<file path="src/sv/le3_pkg.sv">
// Shared constants, payload types and helpers for the 3x3x3 label erosion stream.
package le3_pkg;

   localparam int MAX_X_DEFAULT = 128;
   localparam int MAX_Y_DEFAULT = 128;
   localparam int MAX_Z_DEFAULT = 128;

   localparam int LABEL_W     = 8;
   localparam int DIM_W       = 8;
   localparam int CSR_INDEX_W = 2;
   localparam int CSR_DATA_W  = 8;

   localparam logic [DIM_W-1:0] DIM_RESET = 8'd128;

   localparam int TAP_N       = 3;
   localparam int COL_W       = TAP_N * LABEL_W;
   localparam int SLAB_N      = TAP_N * TAP_N;
   localparam int SLAB_W      = TAP_N * COL_W;
   localparam int CENTER_TAP  = 1;
   localparam int CENTER_ELEM = 4;

   localparam int FIFO_DEPTH  = 8;

   typedef enum logic [CSR_INDEX_W-1:0] {
      CSR_DIM_X = 2'd0,
      CSR_DIM_Y = 2'd1,
      CSR_DIM_Z = 2'd2
   } csr_index_type;

   typedef struct packed {
      logic [LABEL_W-1:0] voxel_label;
      logic               flush;
   } req_type;

   typedef struct packed {
      logic [LABEL_W-1:0] eroded_label;
      logic               last_voxel;
   } rsp_type;

   typedef struct packed {
      logic store;
      logic emit;
      logic interior;
      logic last;
   } tag_type;

   function automatic int unsigned clamp_dim(input logic [DIM_W-1:0] value,
                                             input int unsigned limit);
      int unsigned result;
      if (value == '0) begin
         result = 1;
      end else if (int'(value) > limit) begin
         result = limit;
      end else begin
         result = int'(value);
      end
      return result;
   endfunction

endpackage

</file>
<file path="src/sv/le3_window.sv">
// Three-slab z window and the 27-neighbor erosion test.
module le3_window (
   input  logic                          clock,
   input  logic                          shift_en,
   input  logic [le3_pkg::SLAB_W-1:0]    slab,
   output logic [le3_pkg::LABEL_W-1:0]   eroded
);

   localparam int LW = le3_pkg::LABEL_W;

   logic [le3_pkg::SLAB_W-1:0] win_ff [le3_pkg::TAP_N];
   logic                       all_set;
   logic [LW-1:0]              center;

   always_ff @(posedge clock) begin
      if (shift_en) begin
         win_ff[0] <= slab;
         for (int i = 1; i < le3_pkg::TAP_N; i++) begin
            win_ff[i] <= win_ff[i-1];
         end
      end
   end

   always_comb begin
      all_set = 1'b1;
      for (int i = 0; i < le3_pkg::TAP_N; i++) begin
         for (int j = 0; j < le3_pkg::SLAB_N; j++) begin
            if (win_ff[i][j*LW +: LW] == '0) begin
               all_set = 1'b0;
            end
         end
      end
      center = win_ff[le3_pkg::CENTER_TAP][le3_pkg::CENTER_ELEM*LW +: LW];
      eroded = all_set ? center : '0;
   end

endmodule

</file>
<file path="config.mk">
export PLATFORM = sky130hd
export DESIGN_NAME = le3_window
export DESIGN_NICKNAME = d
export VERILOG_FILES = /design/src/sv/le3_pkg.sv /design/src/sv/le3_window.sv
export SDC_FILE = /design/constraint.sdc
export NUM_CORES = 1
export LEC_CHECK = 0
export ABC_AREA = 0
export BUFFER_PORTS_ARGS = -buffer_cell sky130_fd_sc_hd__buf_2
export CORE_MARGIN = 5
export CORE_UTILIZATION = 48
export CTS_BUF_LIST = sky130_fd_sc_hd__clkbuf_8
export DETAILED_ROUTE_END_ITERATION = 8
export PLACE_DENSITY = 0.68
export SYNTH_ARGS = -nofsm -noshare
export SYNTH_HDL_FRONTEND = slang
export SYNTH_SLANG_ARGS = --single-unit
</file>
<file path="constraint.sdc">
create_clock -name clock -period 2.04 [get_ports clock]
set_input_delay 0.408 -clock clock [delete_from_list [all_inputs] [get_ports clock]]
set_output_delay 0.408 -clock clock [all_outputs]
set_load 0.05 [all_outputs]
</file>
After elaboration in Yosys (flattened, before gate mapping)
Memory sizes are Yosys's and may differ from the RTL's.
Index checks and enable logic that the tools add are counted.
{"block": "word_totals", "reg_bits": 0, "n_memories": 1, "mem_bits_rw": 216}
{"block": "classes", "reduce_logical": 27, "n_mux": 30}
{"memory": "win_ff", "words": 3, "width": 72, "rd": 3, "rd_clocked_by_memory_dff": 0, "wr": 3, "line": "le3_window.sv:11", "text": "logic [le3_pkg::SLAB_W-1:0] win_ff [le3_pkg::TAP_N];"}
{"op": "zero test 8 bit", "n": 27}
{"op": "two-way mux 1 bit", "n": 29}
{"op": "two-way mux 8 bit", "n": 1}

Depth between registers and ports, before layout
{"block": "logic_depth", "word_depth": 29, "mapped_depth": 6, "depth_no_buf": 5}

Worst setup path before layout
Ideal clock, no wire load.
{"block": "synth_timing", "kind": "register to output", "from": "memory win_ff[0][9] (netlist name)", "to": "output port eroded[1] (netlist name)", "arrival_ns": 1.862, "n_path_buf": 1, "path_stages_with_launch": 7, "required_time_ns": 1.632, "path_slack_ns": -0.230, "cell_sequence": "edfxtp_1 -> nor4_1 -> nand2_1 -> nand4_1 -> or4_1 -> buf_6 -> nor3_2"}
{"element": "start, declared", "line": "le3_window.sv:11"}
{"element": "end, declared", "line": "le3_window.sv:6", "text": "output logic [le3_pkg::LABEL_W-1:0] eroded"}

==> flow_results.org <==
** Outcome
- The flow ran to the end, but the final reports show violations.
- The final reports fail on setup timing.

** Timing
- Timing-limited maximum frequency :: about 390 MHz
- Number of slew-limit violations in the final report :: 0
- Final worst-path cycle share :: 126%
- Unrepaired setup endpoints after global routing :: yes
- Skew final :: a little over 0.01 ns
- For the pin with the worst max-slew slack, the measured transition is 0.411 ns.
- On the final layout, the worst hold slack is between 0.1 and 0.15 ns.
- After layout, the minimum clock period comes to 2.58 ns.
- Final count of negative-setup-slack endpoints :: 8
- The hold violation count in the final report is 0.
- Worst slew slack as a fraction of its limit :: between 70% and 80%
- Final worst setup slack :: -0.540 ns

** Cells and area
- Largest registers in the final layout :: win_ff x216
- Top reg by flops :: win_ff
- Commonest cells after routing, fill and taps aside :: 216 x edfxtp_1, 72 x buf_2, 51 x nor4_1
- Post-synthesis to final-layout area growth :: 21.8%
- The count of cells in the finished layout, fillers not included, comes to ~660.
- Share of cells above drive strength 1 :: 31.3%
- Antenna diode instance count :: 0
- The register with the most flip-flops in the layout has ~220 of them.
- Fill cell total of the finished layout :: 1070
- At the end of the flow, the number of nets in the layout was ~530.
- Leaving out fill and tap cells, the most frequent cell in the layout is edfxtp_1.

** Critical path
- Reg-to-Reg Start :: win_ff[0][35]
- Data arrives at the worst endpoint at about 2.2 ns.
- The most critical setup path has its startpoint at win_ff[0][53].
- In this run the worst path has a maximum fanout of 8.
- Setup crit end kind :: output port
- Data required time at the worst endpoint :: 1.63 ns
- Setup slack of the worst register-to-register path :: roughly 1.2 ns
- Reg2reg path depth :: 1
- WS Path Type :: reg2out
- In this run the critical register-to-register path is captured at win_ff[0][107].
- STA classifies the critical path startpoint as a flip-flop.

** Yosys
- Yosys warning count :: 0
- The cell area that synthesis handed to floorplanning was between 7000 and 8000 um2.
- After synthesis the netlist holds a flip-flop and latch count of around 220.
- Synthesis produced a netlist with a net count of 397.
- Synthesized area per cell :: 22.0 um2
- Unique cell type count in the Yosys netlist :: 13
- Sequential share of the synthesized area :: 91.1%
- Post-synthesis cell count :: 323

** Floorplanning
- Die area :: roughly 17000 um2
- Pin placement for this block handled 82 I/O pins.
- Initial cell density of the core :: approximately 49%
- Core Box Area :: 14500 um2
- From left edge to right edge, the die measures roughly 130 um.
- The die is between 100 and 150 um tall.
- Placement Rows :: 44

** Clock tree
- Worst-skew pair later-pin latency :: 0.48 ns
- The clock net in this run drives a total of 216 sinks.
- Cell at the root of the clock tree :: clkbuf_8
- Number of H-tree levels :: 2
- Buffers inserted during clock tree synthesis total 34.
- Clock-pin slew of the registers on the worst-case setup and hold paths :: 0.06 ns
- Buffers inserted to repair hold after CTS numbered 0.
- Number of buffers between clock root and the deepest sink :: 3
- Clock tree from TritonCTS :: done

** Route
- First-pass iteration count of the detailed router :: 4
- Number of vias in the routed layout :: ~3300
- After the first detailed-routing iteration, the DRC count stood at 198.
- Post-DRT Antenna Nets :: 0
- WL/cell :: 16.0 um
- Routed via count divided by cell count :: around 5
- Wirelength, routed :: approximately 11000 um
- Total DRC errors in the routed layout :: 0

** Place
- Placer's final routability congestion estimate :: approximately 0.73
- The HPWL after detailed placement is 7170 um.
- DP Cell Count :: 601
- In this run the tool buffered the top-level ports with 81 buffer cells.

** GRT
- Global routing used 12.3% of the available tracks across all layers.
- The first global-routing pass estimated 17000 um of wire.
- Global routing finished with a remaining overflow of 0.
- The number of antenna violations at the first check in global routing came to 0.
- Pin count of the biggest net entering global routing :: 55
- Via count of the first global-routing pass :: 3611

** Power and ir drop
- Worst vdd ir :: 0.591 mV
- For this design the ratio of total power to cell area is 1020 nW/um2.
- The completed layout was analyzed and its total power is 8.89 mW.
- Leak :: 3.07 nW

** Hold path
- Hold path startpoint :: slab[4]
- Along the worst hold path, the cell count comes to 1.
- For hold timing, the worst endpoint is win_ff[0][4].
- The min-delay analysis places its worst path in the category in2reg.

** Job
- Number of violations of the max-capacitance limit :: 0
==> critical path, cell delays in order, from the launching register on <==
cell      delay (ns)
edfxtp_1        0.36
nor4_1          0.06
nand2_1         0.11
nand4_1         0.11
or4_4           0.58
buf_12          0.18
nor3_4          0.13
buf_6           0.18
==> through the flow <==
stage | TNS [ns] | utilization (%) | setup slack, ns | instance area [um2]
final | -4.16 | 59.7 | -0.540 | 8670
after global routing | -4.92 | 59.7 | -0.642 | 8670
after CTS | -4.34 | 59.4 | -0.554 | 8630
after detailed placement | -1.51 | 54.8 | -0.203 | 7970
after global placement | -1.53 | 54.8 | -0.193 | 7970
after floorplan | 0 | - | 0.0147 | 7170
==> layer usage <==
metal	up-vias	routed length, um	track usage [%]
met3	20	671	3.70
li1	1611	-	-
met4	0	236	5.14
met1	1607	4020	13.9
met5	-	0	0
met2	95	5690	21.8
==> Yosys cell counts (all sizes together) <==
cell | number | share of area, %
nor2 | 1 | 0.053
a21oi | 1 | 0.070
nor4 | 52 | 4.6
and3 | 1 | 0.088
or4 | 3 | 0.32
buf | 2 | 0.21
nand2 | 33 | 1.7
nor3 | 8 | 1.2
nand4b | 1 | 0.21
nand4 | 5 | 0.44
edfxtp | 216 | 91
==> power breakdown <==
group | switching (mW) | internal (mW)
clock | 1.45 | 1.65
sequential | 0.129 | 5.26
combinational | 0.223 | 0.168
==> worst max path at each step <==
stage           endpoint  slack, ns  depth (start not counted)
5_1_grt        eroded[4]      -0.64                          7
6_report       eroded[0]      -0.54                          7
4_1_cts        eroded[0]      -0.55                          7
2_1_floorplan  eroded[0]       0.01                          6
3_3_place_gp   eroded[2]      -0.19                          7
3_5_place_dp   eroded[0]      -0.20                          7
==> timing repair <==
item / CTS / global route
buffers inserted: 1 / 3
resized for setup: 20 / 1
pin swaps: 3 / 3
endpoints found under the setup margin: 8 / 8
==> kinds of logic (layout without fill, tap and decap cells) <==
family	Yosys count	after routing	synth area share (%)
simple gates	104	104	8.63
buf+inv	2	158	0.211
flops	216	216	91.1
compound gates	1	1	0.0702
==> area by class of cell <==
class | count | area (um2) | area share [%]
Tap cell | 184 | 230 | 2.66
Sequential cell | 216 | 6490 | 74.8
Timing Repair Buffer | 100 | 682 | 7.86
Clock inverter | 21 | 81.3 | 0.938
Multi-Input combinational cell | 105 | 682 | 7.86
Clock buffer | 37 | 509 | 5.87
Power figures use the tool's default switching activity.
