$ cat config.mk
export PLATFORM = sky130hd
export DESIGN_NAME = le3_out_fifo
export DESIGN_NICKNAME = d
export VERILOG_FILES = /design/src/sv/le3_pkg.sv /design/src/sv/le3_out_fifo.sv
export SDC_FILE = /design/constraint.sdc
export NUM_CORES = 1
export LEC_CHECK = 0
export BUFFER_PORTS_ARGS = -buffer_cell sky130_fd_sc_hd__buf_2
export CORE_MARGIN = 4
export CORE_UTILIZATION = 59
export DETAILED_ROUTE_END_ITERATION = 8
export PLACE_DENSITY = 0.76
export SYNTH_ARGS = -nofsm -noshare
export SYNTH_HDL_FRONTEND = slang
export SYNTH_SLANG_ARGS = --single-unit
$ cat constraint.sdc
create_clock -name clock -period 3.1 [get_ports clock]
set_clock_uncertainty 0.2 [all_clocks]
set_input_delay 0.465 -clock clock [delete_from_list [all_inputs] [get_ports clock]]
set_output_delay 0.465 -clock clock [all_outputs]
set_load 0.05 [all_outputs]
$ cat src/sv/le3_pkg.sv
// Shared constants, payload types and helpers for the 3x3x3 label erosion stream.
package le3_pkg;

   localparam int MAX_X_DEFAULT = 128;
   localparam int MAX_Y_DEFAULT = 128;
   localparam int MAX_Z_DEFAULT = 128;

   localparam int LABEL_W     = 8;
   localparam int DIM_W       = 8;
   localparam int CSR_INDEX_W = 2;
   localparam int CSR_DATA_W  = 8;

   localparam logic [DIM_W-1:0] DIM_RESET = 8'd128;

   localparam int TAP_N       = 3;
   localparam int COL_W       = TAP_N * LABEL_W;
   localparam int SLAB_N      = TAP_N * TAP_N;
   localparam int SLAB_W      = TAP_N * COL_W;
   localparam int CENTER_TAP  = 1;
   localparam int CENTER_ELEM = 4;

   localparam int FIFO_DEPTH  = 8;

   typedef enum logic [CSR_INDEX_W-1:0] {
      CSR_DIM_X = 2'd0,
      CSR_DIM_Y = 2'd1,
      CSR_DIM_Z = 2'd2
   } csr_index_type;

   typedef struct packed {
      logic [LABEL_W-1:0] voxel_label;
      logic               flush;
   } req_type;

   typedef struct packed {
      logic [LABEL_W-1:0] eroded_label;
      logic               last_voxel;
   } rsp_type;

   typedef struct packed {
      logic store;
      logic emit;
      logic interior;
      logic last;
   } tag_type;

   function automatic int unsigned clamp_dim(input logic [DIM_W-1:0] value,
                                             input int unsigned limit);
      int unsigned result;
      if (value == '0) begin
         result = 1;
      end else if (int'(value) > limit) begin
         result = limit;
      end else begin
         result = int'(value);
      end
      return result;
   endfunction

endpackage

$ cat src/sv/le3_out_fifo.sv
// Result queue between the erosion pipeline and the response channel.
module le3_out_fifo (
   input  logic                                       clock,
   input  logic                                       reset,
   input  logic                                       push_en,
   input  le3_pkg::rsp_type                           push_data,
   output logic                                       out_valid,
   input  logic                                       out_ready,
   output le3_pkg::rsp_type                           out_data,
   output logic [$clog2(le3_pkg::FIFO_DEPTH+1)-1:0]   count
);

   localparam int DEPTH = le3_pkg::FIFO_DEPTH;
   localparam int PW    = (DEPTH > 1) ? $clog2(DEPTH) : 1;
   localparam int CW    = $clog2(DEPTH + 1);

   le3_pkg::rsp_type entry_ff [DEPTH];
   logic [PW-1:0]    wr_ptr_ff;
   logic [PW-1:0]    rd_ptr_ff;
   logic [CW-1:0]    count_ff;
   logic             pop;

   assign out_valid = (count_ff != '0);
   assign out_data  = entry_ff[rd_ptr_ff];
   assign count     = count_ff;
   assign pop       = out_valid && out_ready;

   always_ff @(posedge clock) begin
      if (push_en) begin
         entry_ff[wr_ptr_ff] <= push_data;
      end
   end

   always_ff @(posedge clock) begin
      if (reset) begin
         wr_ptr_ff <= '0;
         rd_ptr_ff <= '0;
         count_ff  <= '0;
      end else begin
         if (push_en) begin
            wr_ptr_ff <= (wr_ptr_ff == PW'(DEPTH - 1)) ? '0 : wr_ptr_ff + PW'(1);
         end
         if (pop) begin
            rd_ptr_ff <= (rd_ptr_ff == PW'(DEPTH - 1)) ? '0 : rd_ptr_ff + PW'(1);
         end
         count_ff <= count_ff + CW'(push_en) - CW'(pop);
      end
   end

endmodule

# [After elaboration in Yosys (flattened, before gate mapping)]
# Memory sizes are Yosys's and may differ from the RTL's. A register that Yosys moved wholly into a read port is not among the register bits.
# Cells that the tools add are included.
[totals] register_bits=10 n_memories=1 mem_bits_rw=72 out_inout_bits=14
[mem_list] memory="entry_ff" words=8 width=9 read_ports=1 rd_clocked_by_memory_dff=1 write_ports=1 line_no="le3_out_fifo.sv:17" rtl="le3_pkg::rsp_type entry_ff [DEPTH];"
[op_classes] n_mux=6 reduce_logical=2 eq_ne=2 add_sub_neg=4
[op_table] operator="3-bit two-way mux" count=4
[op_table] operator="3-bit by 1-bit adder with 3-bit output, second input constant" count=2
[op_table] operator="3-bit == test, second input constant" count=2
[op_table] operator="4-bit by 1-bit adder with 4-bit output" count=1
[op_table] operator="4-bit nonzero test" count=1
[op_table] operator="4-bit by 1-bit subtractor with 4-bit output" count=1
[op_table] operator="1-bit two-way mux" count=2
[op_table] operator="1-bit logical AND" count=1

# [Depth between registers and ports, before layout]
[logic_depth] ltp_word=4 depth_mapped=10 mapped_depth_nobuf=10

# [Worst setup path after synthesis]
# OpenSTA, ideal clock, no wires.
[synth_path] kind="flip-flop to flip-flop" from="register count_ff[2], in the netlist count[2]" to="register count_ff[1], in the netlist count[1]" synth_period_minus_slack_ns=2.830 setup_slack_ns=0.270 t_arrival_ns=2.516 setup_ns=0.114 path_buffers=0 stages_incl_launch_ff=10 required_time_ns=2.786 cell_sequence="dfxtp_1 > inv_1 > ha_1 > nor3b_1 > inv_1 > nand3_1 > o21ai_0 > ha_1 > fa_1 > nor2b_1"
[synth_via] elab_chain_cells=3
[synth_lines] element="from (decl)" line_no="le3_out_fifo.sv:20" rtl="logic [CW-1:0] count_ff;"
[synth_lines] element="from (signal assigned)" line_no="le3_out_fifo.sv:46" rtl="count_ff <= count_ff + CW'(push_en) - CW'(pop);"
[synth_lines] element="4-bit nonzero test" line_no="le3_out_fifo.sv:23" rtl="assign out_valid = (count_ff != '0);"
[synth_lines] element="named net out_valid" line_no="le3_out_fifo.sv:7" rtl="output logic out_valid,"
[synth_lines] element="1-bit logical AND" line_no="le3_out_fifo.sv:26" rtl="assign pop = out_valid && out_ready;"
[synth_lines] element="4-bit by 1-bit subtractor with 4-bit output" line_no="le3_out_fifo.sv:46"
# The timed path passes the listed nets, and every way through them passes these cells.
# A chain may end at the register's enable or synchronous reset.

==> results.cfg <==
[yosys]
synth_area_mm2 = 0.00344
ys_seq_area_share_pct = 70.5
ys_warn_count = 0
postSynthAreaPerCell_um2 = 19.2
synth_cell_types = 27
ys_ff_latch = 85
syn-num-nets = 201
syn_inst = 179

[pwr]
p_seq_share_pct = 47.5
switching_power_uw = 840
leakagePower_uw = 0.00138
ir_worst_vdd_mv = 0.442
p_int_uw = 1980
powerDensity_mw_per_mm2 = 722
pwr-share-comb_pct = 23.5
switching_share_pct = 29.8
clkPwrFrac_pct = 29.0

[sta]
worst_pin_slew_ns = 0.529
final.setup.worst_slack_ns = 0.370
fmax_mhz = 366
slew_viol_final = 0
max_slew_margin_pct = 64.7
finalCriticalPeriod_ns = 2.73
hold_viol = 0
fin_hold_ws_ns = 0.192
tns_ns = 0
post-route-period-util_pct = 88.1
setup_viol = 0
grt_setup_unrepaired = no

[floorplanning]
die-height_um = 84.3
dieArea_mm2 = 0.00711
io_pins = 27
rows = 27
core_area_mm2 = 0.00557
start_util_pct = 61.7
die_x_um = 84.3

[flow_run]
max_cap_violations = 0

[clock_network]
post_cts_buffers = 0
cts_htree_levels = 3
cts_max_path_buffers = 2
clkSlewWorstSetupHoldPaths_ns = 0.08
cts_resized = 0
clock_latency_ns = 0.34
clock-root-buffer = clkbuf_8
clock-sinks = 85
cts_tree = built
cts_made_buffers = 9
ctsHoldBuffers = 0

[global_route]
grt_overflow = 0
grt_pass1_vias = 1849
grt_max_degree = 19
grt_pass1_wl_um = 9530
grt_usage_pct = 18.1
antenna_found_initial = 0

[routing]
wire_per_inst_um = 20.2
drc = 0
wl_um = 6010
vias = 1777
dr.first_iter.drc_count = 54
final_antenna_net_count = 0
viasPerCell = 5.98
first_pass_iters = 4

[finish]
multi_input_area_um2 = 946
drive_above_1_share_pct = 27.1
fin_nets = 242
antenna_cells = 0
layout.cells.non_filler = 297
mostFrequentLayoutCells = edfxtp_1 (72), buf_2 (26), mux4_1 (18)
regArea_mm2 = 0.00242
area_growth_pct = 13.4
final_common_cell = edfxtp_1
nFillCells = 355

[worst_setup_path]
crit_fanout = 18
crit_slowest_cell = mux4_1
cp.required_ns = 2.43
worstPathBufferInverterCount = 2
max_stage_delay_ns = 0.60
cp-end-kind = primary output
crit_family = multiplexers
critPathKind = reg2out
cp_data_arrival_time_ns = 2.06
worstReg2RegStart = count[2]$_SDFF_PP0_
cp_cell_sequence = buf_4 > mux4_1 > mux2_2 > buf_2
critPathLaunchType = flip-flop

[placement]
dpl.cell_count = 281
place_ws_ns = 0.586
portBuffers = 26
dp_hpwl_um = 3900
gp_congestion = 0.756

[hold_path]
hp-start = push_data[1]
hp-class = in2reg

[status]
status = complete, no violations
==> cell usage after synthesis <==
library cell,number,share of area [%]
ha_1,8,2.9
inv_1,6,0.65
mux4_1,18,14
fa_1,1,0.58
a31o_2,1,0.25
nand4b_1,1,0.25
nand3b_1,1,0.22
a21oi_1,9,1.3
o21ai_0,4,0.58
nor3_1,2,0.29
mux2i_1,2,0.58
buf_2,1,0.15
mux2_2,9,2.9
nor2_1,11,1.2
clkbuf_1,2,0.22
nand2_1,2,0.22
xnor2_1,1,0.25
edfxtp_1,72,63
nor2b_1,2,0.36
buf_1,1,0.11
nand3_1,3,0.44
nor3b_1,1,0.22
dfxtp_1,13,7.6
nand2b_1,5,0.91
buf_12,1,0.58
buf_6,1,0.33
or4_1,1,0.22
==> cell families (layout without fill, tap and decap cells) <==
group | Yosys count | after routing | synth area share, %
muxes | 29 | 29 | 17.3
and+or+nand+nor | 29 | 29 | 4.33
DFF | 85 | 85 | 70.5
buffers and inverters | 12 | 58 | 2.04
xor gates and xnor gates | 1 | 1 | 0.255
adders and majority gates | 9 | 9 | 3.49
AOI/OAI and AO/OA | 14 | 14 | 2.15
==> power by group through the flow <==
stage                     clock (uW)  sequential, uW  combinational, uW
after floorplan                    0            1410                469
final                            817            1340                661
after detailed placement           0            1360                667
after CTS                        834            1340                669
after global placement             0            1360                631
after global routing             892            1350                718
==> registers in the layout, indices dropped and copies added (netlist names), named ones only <==
signal / count
rd_ptr_ff: 3
wr_ptr_ff: 3
entry_ff: 72
count: 4
==> routing by layer <==
| metal | track usage, % | part of all wire [%] |
|---|---|---|
| met5 | 0 | 0 |
| met4 | 9.50 | 2.5 |
| met3 | 3.43 | 4.3 |
| met2 | 29.9 | 52 |
| met1 | 22.7 | 42 |
==> through the flow <==
stage               area, um2  utilization [%]  total power [uW]
floorplan                3440                -              1880
global placement         3690             66.1              1990
detailed placement       3690             66.1              2030
CTS                      3900             70.0              2840
global route             3900             70.0              2950
finish                   3900             70.0              2820
==> final cells by class <==
class	count	share of cell area (%)
well taps	72	2.31
clock inverters	7	2.31
flip-flops and latches	85	62.1
inverters	6	0.577
multi-input cells	82	24.3
repair buffers	36	5.26
clock buffers	9	3.18
==> worst paths after layout <==
path	slack [ns]	endpoint	depth (start not counted)
setup / recovery	0.37	out_data[3]	4
hold / removal	0.19	entry_ff[7][1]$_DFFE_PP_	1
setup reg to reg	0.56	count[2]$_SDFF_PP0_	10
hold reg to reg	0.35	rd_ptr_ff[1]$_SDFFE_PP0P_	2
Power figures use the tool's default switching activity.
