[src/sv/le3_pkg.sv]
// Shared constants, payload types and helpers for the 3x3x3 label erosion stream.
package le3_pkg;

   localparam int MAX_X_DEFAULT = 128;
   localparam int MAX_Y_DEFAULT = 128;
   localparam int MAX_Z_DEFAULT = 128;

   localparam int LABEL_W     = 8;
   localparam int DIM_W       = 8;
   localparam int CSR_INDEX_W = 2;
   localparam int CSR_DATA_W  = 8;

   localparam logic [DIM_W-1:0] DIM_RESET = 8'd128;

   localparam int TAP_N       = 3;
   localparam int COL_W       = TAP_N * LABEL_W;
   localparam int SLAB_N      = TAP_N * TAP_N;
   localparam int SLAB_W      = TAP_N * COL_W;
   localparam int CENTER_TAP  = 1;
   localparam int CENTER_ELEM = 4;

   localparam int FIFO_DEPTH  = 8;

   typedef enum logic [CSR_INDEX_W-1:0] {
      CSR_DIM_X = 2'd0,
      CSR_DIM_Y = 2'd1,
      CSR_DIM_Z = 2'd2
   } csr_index_type;

   typedef struct packed {
      logic [LABEL_W-1:0] voxel_label;
      logic               flush;
   } req_type;

   typedef struct packed {
      logic [LABEL_W-1:0] eroded_label;
      logic               last_voxel;
   } rsp_type;

   typedef struct packed {
      logic store;
      logic emit;
      logic interior;
      logic last;
   } tag_type;

   function automatic int unsigned clamp_dim(input logic [DIM_W-1:0] value,
                                             input int unsigned limit);
      int unsigned result;
      if (value == '0) begin
         result = 1;
      end else if (int'(value) > limit) begin
         result = limit;
      end else begin
         result = int'(value);
      end
      return result;
   endfunction

endpackage

[src/sv/le3_tap_mem.sv]
// Read-modify-write line memory keeping the two previous values of each entry.
module le3_tap_mem #(
   parameter int DEPTH = le3_pkg::MAX_Z_DEFAULT,
   parameter int WIDTH = le3_pkg::LABEL_W,
   localparam int AW = (DEPTH > 1) ? $clog2(DEPTH) : 1
) (
   input  logic                              clock,
   input  logic                              reset,
   input  logic                              in_en,
   input  logic [AW-1:0]                     in_addr,
   input  logic [WIDTH-1:0]                  in_data,
   output logic [le3_pkg::TAP_N*WIDTH-1:0]   taps
);

   localparam int SW = (le3_pkg::TAP_N - 1) * WIDTH;

   logic [SW-1:0]    mem [DEPTH];
   logic             en_ff;
   logic [AW-1:0]    addr_ff;
   logic [WIDTH-1:0] data_ff;
   logic [SW-1:0]    rd_ff;
   logic [SW-1:0]    wr_data;
   logic             bypass;

   assign wr_data = {rd_ff[SW-WIDTH-1:0], data_ff};
   assign bypass  = en_ff && (addr_ff == in_addr);
   assign taps    = {rd_ff, data_ff};

   always_ff @(posedge clock) begin
      if (reset) begin
         en_ff <= 1'b0;
      end else begin
         en_ff <= in_en;
      end
   end

   always_ff @(posedge clock) begin
      if (in_en) begin
         addr_ff <= in_addr;
         data_ff <= in_data;
      end
   end

   // write back the shifted entry
   always_ff @(posedge clock) begin
      if (en_ff) begin
         mem[addr_ff] <= wr_data;
      end
   end

   // forward the pending write when the next beat hits the same entry
   always_ff @(posedge clock) begin
      if (in_en) begin
         rd_ff <= bypass ? wr_data : mem[in_addr];
      end
   end

endmodule

[config.mk]
export PLATFORM = sky130hd
export DESIGN_NAME = le3_tap_mem
export DESIGN_NICKNAME = d
export VERILOG_FILES = /design/src/sv/le3_pkg.sv /design/src/sv/le3_tap_mem.sv
export SDC_FILE = /design/constraint.sdc
export NUM_CORES = 2
export LEC_CHECK = 0
export BUFFER_PORTS_ARGS = -buffer_cell sky130_fd_sc_hd__buf_2
export CORE_MARGIN = 4
export CORE_UTILIZATION = 63
export CTS_CLUSTER_DIAMETER = 30
export DETAILED_ROUTE_END_ITERATION = 10
export PLACE_DENSITY = 0.79
export SETUP_SLACK_MARGIN = 0.1
export SKIP_CTS_REPAIR_TIMING = 1
export SYNTH_ARGS = -nofsm -noshare
export SYNTH_HDL_FRONTEND = slang
export SYNTH_SLANG_ARGS = --single-unit
[constraint.sdc]
create_clock -name clock -period 3.2 [get_ports clock]
set_clock_uncertainty 0.1 [all_clocks]
set_input_delay 0.32 -clock clock [delete_from_list [all_inputs] [get_ports clock]]
set_output_delay 0.32 -clock clock [all_outputs]
set_load 0.005 [all_outputs]
-- After elaboration in Yosys (flattened, before gate mapping)
Memory sizes are Yosys's and may differ from the RTL's. A register that Yosys moved wholly into a read port is not among the register bits.
Index checks and enable logic that the tools add are counted.
- mux-type cells: 2
- operators with widths (kind ; number):
    2-to-1 mux 1 bit ; 2
- flip-flop bits (word level): 16
- RAM bits: 2048
- logic and storage cells: 6
- memories kept: 1
- memory list (name ; depth ; bits a word ; rd ports ; clocked after memory_dff ; write ports ; RTL line ; RTL):
    mem ; 128 ; 16 ; 1 ; 1 ; 1 ; le3_tap_mem.sv:17 ; logic [SW-1:0] mem [DEPTH];

-- Depth between registers and ports, before layout
- word-level depth: 2
- mapped depth: 12
- mapped depth without buffers: 6

-- Worst setup path before layout
Ideal clock, no wire load.
- path type: flip-flop to flip-flop
- start point: reg addr_ff[4]
- end point: mem mem[81][0] in the netlist's numbering, enable pin
- library setup time: 0.409 ns
- data arrival time: 2.240 ns
- path slack: 0.451 ns
- cell stages (with the launch flop): 5
- buffers on the path: 1
- clock period less this slack: 2.749 ns
- path through: edfxtp_1 clkbuf_1 nor2b_1 nand3_1 nor3_1
- RTL lines (element ; RTL line ; RTL):
    start, declared ; le3_tap_mem.sv:19 ; logic [AW-1:0] addr_ff;
    start signal, assigned ; le3_tap_mem.sv:39 ; addr_ff <= in_addr;
    end, declared ; le3_tap_mem.sv:17 ;
Straight into the memory's write port.

-- Worst setup path after layout
- start point: reg rd_ff[2] (read register of mem)
- end point: out taps[10] in the netlist's numbering
- RTL lines (element ; RTL line ; RTL):
    start, declared ; le3_tap_mem.sv:21 ; logic [SW-1:0] rd_ff;
    end, declared ; le3_tap_mem.sv:12 ; output logic [le3_pkg::TAP_N*WIDTH-1:0] taps
No word-level cell between the ends.

==> impl_metrics.csv <==
group,metric,value,unit
global_routing,grt_max_degree,131,
timing,hold_viol_final,0,
floorplan,core-area,126400,um^2
timing,finalSetupTns,0,ns
hold_path,whs_path_depth,2,
timing,setup_viol,0,
yosys,ys_types,49,
setup_path,crit_path_start,"rd_ff[2]",
setup_path,reg2reg_from,"addr_ff[0]",
layout,num-fill-cells,5744,
timing,tightestPinTransition,1.406,ns
drt,wire_per_inst,36.84,um
place,gp_congestion,0.8882,
outcome,status,"finished clean",
drt,drt_pass1_iterations,6,
yosys,synth_edf_count,2079,
yosys,syn_nets,3816,
global_routing,grtUsageTotal,35.61,%
clock_tree,cts_tree,"done",
pwr,p_leak,32.71,nW
timing,min_period_over_period,93.57,%
setup_path,max_stage_delay,0.95,ns
drt,dr_total_vias,45440,
pwr,pwr_density_cell,759.1,nW/um^2
setup_path,path_delay_family,"flip-flops",
clock_tree,clk_pin_slew_worst_paths,0.06,ns
clock_tree,cts_root_buf,"clkbuf_16",
setup_path,path_buf_inv,2,
floorplan,std_cell_rows,130,
clock_tree,clkSinkCount,2080,
yosys,avgSynthCellArea,21.22,um^2
run,drv_cap,0,
hold_path,holdPathEnd,"data_ff[0]",
layout,syn_to_final_growth,21.70,%
floorplan,die_h,365.7,um
drt,drt_iter0_drc,8181,
yosys,synthArstFlopShare,0,%
drt,viasPerCell,7.166,
place,dp_hpwl,120.2,mm
setup_path,reg2regPathDepth,5,
layout,drive_gt1_share,32.71,%
timing,holdWs,0.02891,ns
yosys,yosysTopAreaCell,"edfxtp_1",
layout,stdcell_area,98070,um^2
floorplan,num_io_pins,42,
global_routing,gr-total-overflow,0,
yosys,yosys_warnings,0,
setup_path,worst-path-max-fanout,29,
timing,min_period,2.994,ns
hold_path,holdCritPathClass,"in -> reg",
setup_path,reg2reg_slack,0.30,ns
global_routing,antenna_found_initial,15,
floorplan,die_w,365.7,um
setup_path,arrival,2.57,ns
timing,maxSlewHeadroom,6.283,%
setup_path,cp_slowest_cell,"edfxtp_1",
yosys,ys.flop_type,"edfxtp_1",
place,dp.cells,5648,
yosys,ys_seq_area_share,77.49,%
global_routing,grt_pass1_vias,46420,
clock_tree,clockBufferDepth,4,
clock_tree,htreeDepth,5,
setup_path,path_cells,"buf_4, buf_2",
floorplan,initial_utilization,63.76,%
drt,drc,0,
clock_tree,cts_buffers,376,
timing,slew_violations,0,
place,dpl-instance-area,85240,um^2
setup_path,reg2reg_to,"mem[9][3]",
setup_path,cp.required,2.78,ns
timing,rsz0062_at_grt,"no",
pwr,vdd.ir_drop.worst,0.0007827,V
drt,drt_wl_total,233.6,mm
clock_tree,clk_latency,0.93,ns
global_routing,grt_pass1_wl,335.8,mm
yosys,synth_top_area_share,77.47,%
yosys,yosys_register_bits,2080,
floorplan,die_area,133700,um^2
hold_path,hp-start,"in_data[0]",
yosys,netlist_instances,3798,
yosys,synthTopCellsByArea,"edfxtp_1, mux4_2, mux2i_1",
yosys,netlist_area,80590,um^2
timing,max_clock_freq,334.0,MHz
setup_path,worst_setup_path_end_kind,"output pin",
layout,nets,4408,
setup_path,critical_path_class,"reg -> out",
layout,fin_cells,6342,
drt,ant_nets,0,
setup_path,start_kind,"flop",
place,portBuffers,41,
per-stage QoR:
stage / util [%] / power [mW] / setup WS [ns]
floorplan: - / 33.04 / 0.4508
CTS: 77.48 / 74.42 / 0.008350
detailed placement: 67.44 / 34.57 / -0.1484
global route: 77.59 / 76.11 / 0.1855
global placement: 67.44 / 34.46 / -0.1355
finish: 77.60 / 74.45 / 0.2057
sequential cells by signal (all words and copies together) (netlist names):
signal	flops
addr_ff	7
rd_ff	16
mem	2048
data_ff	8
en_ff	1
area by class of cell:
type                       count  area, um^2  area share [%]
antenna                        5       12.51         0.01276
clock buffer                 408        9614           9.803
clock inverter               267        3067           3.127
inverter                       2       7.507        0.007655
multi-input combinational   1498       16910           17.24
sequential                  2080       62450           63.68
tap                         1650        2064           2.105
timing repair buffer         432        3951           4.029
logic make-up after synthesis:
family,Yosys count,synth area share [%]
mux,729,15.32
buf+inv,220,1.595
compound gates,409,3.500
xor+xnor,7,0.07608
simple gates,353,2.012
flops,2080,77.49
cells in the final DEF, fill, tap and decap left out, types with 28 or more instances in the layout:
| master | netlist | final |
|---|---|---|
| clkinv_1 | 1 | 49 |
| a21oi_1 | 77 | 77 |
| buf_2 | 52 | 37 |
| clkbuf_16 | 0 | 380 |
| mux2i_1 | 247 | 247 |
| nor2b_1 | 45 | 44 |
| clkinv_4 | 0 | 31 |
| clkinv_2 | 0 | 47 |
| mux4_2 | 395 | 395 |
| buf_4 | 35 | 318 |
| inv_6 | 0 | 34 |
| clkbuf_1 | 86 | 28 |
| buf_12 | 0 | 59 |
| a22oi_1 | 67 | 67 |
| edfxtp_1 | 2079 | 2079 |
| a211oi_1 | 63 | 63 |
| nor2_1 | 140 | 137 |
| nand2_1 | 78 | 78 |
| mux2_2 | 87 | 87 |
| bufinv_16 | 0 | 55 |
| o22ai_1 | 63 | 63 |
| clkinvlp_4 | 0 | 42 |
report_power, final:
part | switching (mW) | total (mW) | internal [mW]
combinational | 2.48 | 3.67 | 1.19
sequential | 0.140 | 30.7 | 30.5
clock | 13.9 | 40.1 | 26.2
routing by layer:
| metal | GRT usage (%) | share of wire [%] | up-vias |
|---|---|---|---|
| met5 | 0 | 0.021 | - |
| met4 | 18.83 | 6.3 | 6 |
| met3 | 10.59 | 14 | 901 |
| met2 | 55.26 | 47 | 4341 |
| met1 | 46.31 | 32 | 22910 |
| li1 | - | - | 17280 |
synthesized netlist by cell type, types with 10 or more instances:
| library cell | number |
|---|---|
| a211oi_1 | 63 |
| a21oi_1 | 77 |
| a221oi_1 | 20 |
| a22oi_1 | 67 |
| a31o_2 | 13 |
| a31oi_1 | 10 |
| buf_1 | 10 |
| buf_2 | 52 |
| buf_4 | 35 |
| buf_6 | 35 |
| clkbuf_1 | 86 |
| edfxtp_1 | 2079 |
| mux2_2 | 87 |
| mux2i_1 | 247 |
| mux4_2 | 395 |
| nand2_1 | 78 |
| nand2b_1 | 10 |
| nand3_1 | 20 |
| nor2_1 | 140 |
| nor2b_1 | 45 |
| nor3_1 | 25 |
| o21ai_0 | 27 |
| o221ai_1 | 17 |
| o22ai_1 | 63 |
| or4_1 | 10 |
worst max-delay path by stage:
stage | endpoint | slack (ns) | depth (start not counted)
2_1_floorplan | mem[81][0] | 0.45 | 4
3_3_place_gp | rd_ff[3] | -0.14 | 8
3_5_place_dp | rd_ff[3] | -0.15 | 8
4_1_cts | taps[10] | 0.008 | 2
5_1_grt | taps[10] | 0.19 | 2
6_report | taps[10] | 0.21 | 2
(Power assumes the default switching activity.)
